## src/hw/rtl/ntb_pkg.sv

```systemverilog
package ntb_pkg;

  // Datapath widths
  localparam int unsigned DW = 64;
  localparam int unsigned QW = 62;
  localparam int unsigned HW = 32;

  // Pipeline depth: prep, four multiplier stages, post
  localparam int unsigned NUM_STAGES  = 6;
  localparam int unsigned LANE_STAGES = 4;

  localparam logic [DW-1:0] LOW32 = 64'h0000_0000_ffff_ffff;

  // Request codes
  localparam logic [1:0] REQ_FWD       = 2'd0;
  localparam logic [1:0] REQ_INV       = 2'd1;
  localparam logic [1:0] REQ_FINAL     = 2'd2;
  localparam logic [1:0] REQ_FINAL_ALT = 2'd3;

  // Configuration register indexes
  localparam int unsigned CFG_IDX_W = 3;
  localparam logic [CFG_IDX_W-1:0] CFG_MODULUS          = 3'd0;
  localparam logic [CFG_IDX_W-1:0] CFG_INV_N            = 3'd1;
  localparam logic [CFG_IDX_W-1:0] CFG_INV_N_PRECON     = 3'd2;
  localparam logic [CFG_IDX_W-1:0] CFG_INV_N_TW         = 3'd3;
  localparam logic [CFG_IDX_W-1:0] CFG_INV_N_TW_PRECON  = 3'd4;

  typedef enum logic [2:0] {
    OP_FWD = 3'b001,
    OP_INV = 3'b010,
    OP_FIN = 3'b100
  } op_t;

  // Operands of one multiply-and-reduce lane
  typedef struct packed {
    logic [DW-1:0] a;
    logic [DW-1:0] w;
    logic [DW-1:0] p;
    logic          exact;
  } lane_in_t;

  // Values that ride alongside the lanes to the final stage
  typedef struct packed {
    op_t           op;
    logic [DW-1:0] xr;
    logic [DW-1:0] s;
  } side_t;

  typedef struct packed {
    logic [QW-1:0] modulus;
    logic [QW-1:0] inv_n;
    logic [DW-1:0] inv_n_precon;
    logic [QW-1:0] inv_n_tw;
    logic [DW-1:0] inv_n_tw_precon;
  } cfg_t;

  function automatic op_t decode_op(input logic [1:0] code);
    op_t op;
    unique case (code)
      REQ_FWD:       op = OP_FWD;
      REQ_INV:       op = OP_INV;
      REQ_FINAL:     op = OP_FIN;
      REQ_FINAL_ALT: op = OP_FIN;
    endcase
    return op;
  endfunction

  function automatic logic [DW-1:0] min64(input logic [DW-1:0] a, input logic [DW-1:0] b);
    return (a < b) ? a : b;
  endfunction

  function automatic logic [DW-1:0] zext_q(input logic [QW-1:0] v);
    return {{(DW-QW){1'b0}}, v};
  endfunction

  // 2q, which fits in the 64-bit word since q is below 2^62
  function automatic logic [DW-1:0] twice_q(input logic [QW-1:0] q);
    return {{(DW-QW-1){1'b0}}, q, 1'b0};
  endfunction

endpackage

```

## src/hw/rtl/ntb_prep.sv

```systemverilog
// Input stage: lazy pre-reduction, sums and differences, lane operand select.
module ntb_prep (
  input  logic                    clk,
  input  logic                    en,
  input  logic [1:0]              req_type,
  input  logic [ntb_pkg::DW-1:0]  x_in,
  input  logic [ntb_pkg::DW-1:0]  y_in,
  input  logic [ntb_pkg::QW-1:0]  twiddle,
  input  logic [ntb_pkg::DW-1:0]  twiddle_precon,
  input  ntb_pkg::cfg_t           cfg,
  output ntb_pkg::lane_in_t       lane_a,
  output ntb_pkg::lane_in_t       lane_b,
  output ntb_pkg::side_t          side
);

  localparam int unsigned DW = ntb_pkg::DW;

  logic [DW-1:0] q2, xr, ym, t, s_inv, s_sum, s_fin;
  ntb_pkg::op_t  op;
  ntb_pkg::lane_in_t a_c, b_c;

  always_comb begin
    op    = ntb_pkg::decode_op(req_type);
    q2    = ntb_pkg::twice_q(cfg.modulus);
    xr    = ntb_pkg::min64(x_in, x_in - q2);
    ym    = y_in - q2;
    t     = x_in - ym;
    s_inv = x_in + ym;
    // Wrap a negative inverse sum back up by 2q
    if (s_inv[DW-1]) begin
      s_inv = s_inv + q2;
    end
    s_sum = x_in + y_in;
    s_fin = ntb_pkg::min64(s_sum, s_sum - q2);

    // Lane A: twiddle product, or the 1/n scaling in the final mode
    unique case (op)
      ntb_pkg::OP_FWD: begin
        a_c.a     = y_in;
        a_c.w     = ntb_pkg::zext_q(twiddle);
        a_c.p     = twiddle_precon;
        a_c.exact = 1'b0;
      end
      ntb_pkg::OP_INV: begin
        a_c.a     = t;
        a_c.w     = ntb_pkg::zext_q(twiddle);
        a_c.p     = twiddle_precon;
        a_c.exact = 1'b0;
      end
      default: begin
        a_c.a     = s_fin;
        a_c.w     = ntb_pkg::zext_q(cfg.inv_n);
        a_c.p     = cfg.inv_n_precon;
        a_c.exact = 1'b1;
      end
    endcase

    // Lane B: scaled twiddle on the difference, used by the final mode
    b_c.a     = t;
    b_c.w     = ntb_pkg::zext_q(cfg.inv_n_tw);
    b_c.p     = cfg.inv_n_tw_precon;
    b_c.exact = 1'b1;
  end

  always_ff @(posedge clk) begin
    if (en) begin
      lane_a  <= a_c;
      lane_b  <= b_c;
      side.op <= op;
      side.xr <= xr;
      side.s  <= s_inv;
    end
  end

endmodule

```

## config.mk

```make
export PLATFORM = sky130hd
export DESIGN_NAME = ntb_prep
export DESIGN_NICKNAME = d
export VERILOG_FILES = /design/src/hw/rtl/ntb_pkg.sv /design/src/hw/rtl/ntb_prep.sv
export SDC_FILE = /design/constraint.sdc
export NUM_CORES = 1
export LEC_CHECK = 0
export ABC_AREA = 0
export BUFFER_PORTS_ARGS = -buffer_cell sky130_fd_sc_hd__buf_4
export CAP_MARGIN = 10
export CORE_AREA = 2 2 420 422
export CTS_BUF_LIST = sky130_fd_sc_hd__clkbuf_4
export CTS_CLUSTER_DIAMETER = 80
export DETAILED_ROUTE_END_ITERATION = 8
export DIE_AREA = 0 0 422 424
export PLACE_DENSITY_LB_ADDON = 0.2
export RECOVER_POWER = 25
export SKIP_CTS_REPAIR_TIMING = 1
export SLEW_MARGIN = 20
export SYNTH_ARGS = -nofsm -noshare
export SYNTH_HDL_FRONTEND = slang
export SYNTH_SLANG_ARGS = --single-unit
export TNS_END_PERCENT = 100
```

## constraint.sdc

```tcl
create_clock -name clk -period 10.7 [get_ports clk]
set_clock_uncertainty 0.2 [all_clocks]
set_input_delay 0.535 -clock clk [delete_from_list [all_inputs] [get_ports clk]]
set_output_delay 0.535 -clock clk [all_outputs]
set_load 0.01 [all_outputs]
```

### Word level (Yosys, flattened, before mapping)

Cells that the tools add are included.

| cells by class | value |
|---|---|
| add/subtract/negate cells | 7 |
| shift-type cells | 0 |
| multiply operators | 0 |
| reduce and logical (&&, ||, !) cells | 2 |
| equality and inequality tests | 5 |
| mux-type cells | 5 |
| div/mod/pow operators | 0 |
| bitwise operators | 0 |
| magnitude comparators | 2 |

Operators with widths:

| cell | count |
|---|---|
| $pmux 193 s2 | 1 |
| $sub 64x63->64 | 3 |
| $add 64x64->64 | 2 |
| $lt 64x64->1 | 2 |
| $mux 64 | 2 |
| $add 64x63->64 | 1 |
| $sub 64x64->64 | 1 |
| $mux 63 | 1 |
| $pmux 3 s3 | 1 |
| $eq 2x2->1 const B | 2 |
| $eq 3x1->1 const B | 1 |
| $eq 3x2->1 const B | 1 |
| $eq 2x1->1 const B | 1 |
| $logic_not 2->1 | 1 |
| $reduce_or 2->1 | 1 |

| word-level totals | value |
|---|---|
| memory bits (writable) | 0 |
| bits in latches | 0 |
| memories kept | 0 |
| bits of input ports | 572 |
| logic and storage cells | 32 |
| ROM bits | 0 |
| register bits after elaboration | 514 |

### Depth between registers and ports, before layout

| logic depth | value |
|---|---|
| word-level depth | 5 |
| gate-level depth with buffers | 40 |
| mapped depth without buffers | 38 |

### Least setup slack after synthesis

OpenSTA, ideal clock, no wires.

| path | value |
|---|---|
| path kind | input port to flip-flop |
| start | in cfg[253] (netlist bit) |
| end | reg side[58] (netlist bit) (data pin) |
| setup slack | 2.724 ns |
| data required time | 10.242 ns |
| data arrival time | 7.517 ns |
| setup time | 0.258 ns |
| stages | 38 |
| cell sequence | inv_1 -> ha_1 -> nor2b_1 -> o21ai_1 -> a2111oi_1 -> nor4b_1 -> nor3_2 -> a21oi_1 -> o41ai_2 -> a21boi_1 -> or3_1 -> nand2b_1 -> xor2_1 -> ha_1 -> a21oi_1 -> o21bai_1 -> a221o_1 -> a21o_1 -> [... 2 more ...] -> or3_1 -> a41oi_1 -> o41ai_1 -> a21oi_2 -> xnor2_1 -> ha_1 -> clkbuf_1 -> nand4_1 -> or3_1 -> nor3_1 -> a31oi_1 -> and3b_1 -> o21a_1 -> nor2_1 -> o41ai_1 -> o31ai_1 -> xnor2_1 -> o21ai_1 |

| on the way | value |
|---|---|
| longest elaborated chain between the ends | 4 |

RTL lines:

| item | line | text |
|---|---|---|
| start, declared | ntb_prep.sv:10 | `input ntb_pkg::cfg_t cfg,` |
| $sub 64x63->64 | ntb_prep.sv:26 | `ym = y_in - q2;` |
| $add 64x64->64 | ntb_prep.sv:28 | `s_inv = x_in + ym;` |
| $add 64x63->64 | ntb_prep.sv:31 | `s_inv = s_inv + q2;` |
| $mux 63 (*) | ntb_prep.sv:30 | `if (s_inv[DW-1]) begin` |
| named net s_inv[58] | ntb_prep.sv:18 | `logic [DW-1:0] q2, xr, ym, t, s_inv, s_sum, s_fin;` |
| end, declared | ntb_prep.sv:13 | `output ntb_pkg::side_t side` |

The timed path passes the listed nets; every way through them passes the cells marked *.
A chain may end at the register's enable or synchronous reset.

### Worst setup path after layout

| path | value |
|---|---|
| start | in cfg[253] (netlist bit) |
| end | reg side[63] (netlist bit) (data pin) |

| on the way | value |
|---|---|
| longest elaborated chain between the ends | 3 |

RTL lines:

| item | line |
|---|---|
| $sub 64x63->64 | ntb_prep.sv:26 |
| $add 64x64->64 | ntb_prep.sv:28 |
| $add 64x63->64 | ntb_prep.sv:31 |

Parallel ways exist; a longest one is shown, timed or not.

==> flow_summary_export.csv <==
group,metric,value,unit
status,status,"finished, violations left",
status,violations,"max-capacitance violations, max-slew violations",
synthesis,ys_types,116,
critical_path,crit_buf_inv,5,
global_routing,grtUsageMet2,0.4451,
placed_design,post-place-ws,0.7754,ns
final_layout,num-fill-cells,17613,
critical_path,crit_arrival,10.41,ns
floorplanning,die_w,422,um
synthesis,yosys.area.top_type_share,0.3155,
timing,fin_tns_setup,0,ns
timing,holdWs,0.1339,ns
pwr,peakVddDrop,0.1175,mV
critical_path,slowest_stage,"a2111oi_1",
global_routing,grt_most_used_layer,"met2",
final_layout,final_cells,9907,
placed_design,dp.cells,8591,
synthesis,syn_inst,5356,
route,drtAntennaViolNets,0,
synthesis,netlist_top_cells_count,"578 x ha_1, 521 x a21oi_1, 511 x edfxtp_1",
timing,tightest_slew,5.769,ns
final_layout,final_core_util,0.4055,
critical_path,cp_num_cells,37,
route,wl_per_cell,26.82,um
timing,timing.slew.headroom,-2.846,
critical_path,crit_type,"input pin to flop",
floorplanning,dieArea,0.1789,sq mm
job,maxCapViolCount,6,
critical_path,startpoint_type,"input pin",
min_path,hold_class,"input pin to flop",
clocking,cts_max_path_buffers,3,
timing,finalCritPeriodShare,0.8977,
final_layout,drive_above_1_share,0.2098,
pwr,p_per_area,186.7,mW/mm^2
clocking,clkTransAtPathRegs,0.06,ns
critical_path,cp_data_required_time,11.50,ns
min_path,min_to,"side[75]$_DFFE_PP_",
critical_path,crit_family,"compound AO/OA/AOI/OAI gates",
global_routing,grt_pass1_wl,348.3,mm
synthesis,synth_enable_flop_cells,511,
final_layout,area_growth,45.90,%
timing,rsz0062_at_grt,"false",
synthesis,synth_most_common_cell,"ha_1",
synthesis,synth_area_leaders,"edfxtp_1 32%, ha_1 15%, a21oi_1 5.4%",
critical_path,slowest_delay,0.59,ns
route,remaining_drc_errors,0,
timing,fin_ws,1.095,ns
timing,min_period,9.605,ns
floorplanning,io_pins,1089,
final_layout,num-nets-final,8551,
placed_design,portBuffers,1083,
global_routing,antenna_found_initial,71,
global_routing,use_met1,0.3471,
global_routing,gr-total-overflow,0,
route,via_per_inst,5.219,
global_routing,grt_max_degree,145,
clocking,root_buffer,"clkbuf_4",
floorplanning,coreArea,0.1750,sq mm
timing,slew_viol_final,479,
clocking,tritoncts,"built",
synthesis,yosys_warnings,0,
synthesis,syn_area_per_cell,9.080,sq um
floorplanning,fp-row-count,154,
synthesis,synth_seq_area_share,0.3155,
route,drt_iter0_drc,4233,
global_routing,use_met3,0.04699,
floorplanning,start_util,0.2780,
global_routing,grt_pass1_vias,45818,
critical_path,worstPathMaxFanout,9,
floorplanning,dieHeight,424,um
global_routing,grt_use_total,0.2743,
clocking,cts_sinks,511,
timing,fmax,0.1041,GHz
route,first_pass_iters,5,
min_path,hold_start,"x_in[11]",
synthesis,ys_seq_elements,511,
route,vias,51707,
placed_design,dp_hpwl,217.1,mm
timing,finalHoldViolations,0,
timing,setup_violations,0,
placed_design,gp_congestion,0.9480,
synthesis,async_flop_share,0,
route,wl,265.7,mm
synthesis,synth_area_leader_cell,"edfxtp_1",
synthesis,synth_area,0.04863,sq mm
synthesis,synth_ff_type,"edfxtp_1",
pwr,p_leak,31.32,nW
clocking,cts_buffers,162,
min_path,hold_depth,4,
critical_path,crit_path_end_kind,"flop",
clocking,cts.htree.levels,4,
## power by group
part	total, mW	leakage, nW	internal [mW]	switching [mW]
combinational	8.05	25.1	3.28	4.77
clock	2.14	1.25	1.06	1.08
sequential	3.06	5.00	2.83	0.229
total	13.2	31.3	7.17	6.07
## tightest hold or removal path, stage by stage
cell	delay (ns)
dlygate4sd3_1	0.54
buf_4	0.19
inv_1	0.06
mux2i_1	0.06
## layout make-up
type / count / area (sq um) / share of cell area
antenna: 52 / 130.1 / 0.001834
clock buffer: 238 / 1787 / 0.02518
clock inverter: 47 / 330.3 / 0.004656
inverter: 382 / 1434 / 0.02021
multi-input combinational: 4249 / 30860 / 0.4349
sequential: 511 / 15340 / 0.2163
tap: 2340 / 2928 / 0.04126
timing repair buffer: 2088 / 18140 / 0.2556
## cells in the final DEF (no fill, tap or decap), drive strengths merged, types with 117 or more instances in the layout
master         n
xor2         143
xnor2        276
buf          975
nor2         362
clkbuf       372
nand2        348
a21oi        526
ha           578
edfxtp       511
a21o         241
dlygate4sd3  979
o21ai        350
inv          386
mux2i        117
mux2         133
## how the worst max path moves through the flow
stage | slack, ns | to | start
after CTS | 2.11 | side[62]$_DFFE_PP_ | cfg[253]
after detailed placement | 0.78 | side[62]$_DFFE_PP_ | cfg[253]
after global routing | 0.52 | side[63]$_SDFFCE_PP0P_ | cfg[253]
after global placement | 0.71 | side[62]$_DFFE_PP_ | cfg[253]
final | 1.09 | side[63]$_SDFFCE_PP0P_ | cfg[253]
after floorplan | 2.72 | side[58]$_DFFE_PP_ | cfg[253]
## stage by stage
stage / area [sq um] / power [mW]
after global routing: 70900 / 14.07
after floorplan: 48640 / 7.618
after CTS: 61090 / 12.74
final: 70950 / 13.25
after global placement: 58970 / 10.54
after detailed placement: 58970 / 10.48
## kinds of logic after synthesis
group / synth area share
buffers and inverters: 0.05071
AO/OA/AOI/OAI: 0.2212
AND/OR/NAND/NOR: 0.1299
other: 0.0001544
XOR/XNOR: 0.07562
multiplexers: 0.05529
adder cells (fa/ha/maj): 0.1516
flip-flops: 0.3155
## sequential cells by signal (all words and copies together), names as in the netlist
name / count
lane_a: 191
lane_b: 190
side: 130
## routing by layer
layer	up-vias	routed length, um
met2	2124	123300
met5	-	115
met3	466	15660
met1	25100	112000
met4	18	14620
li1	23999	-
Note: power is estimated with default switching activity, not from simulation.
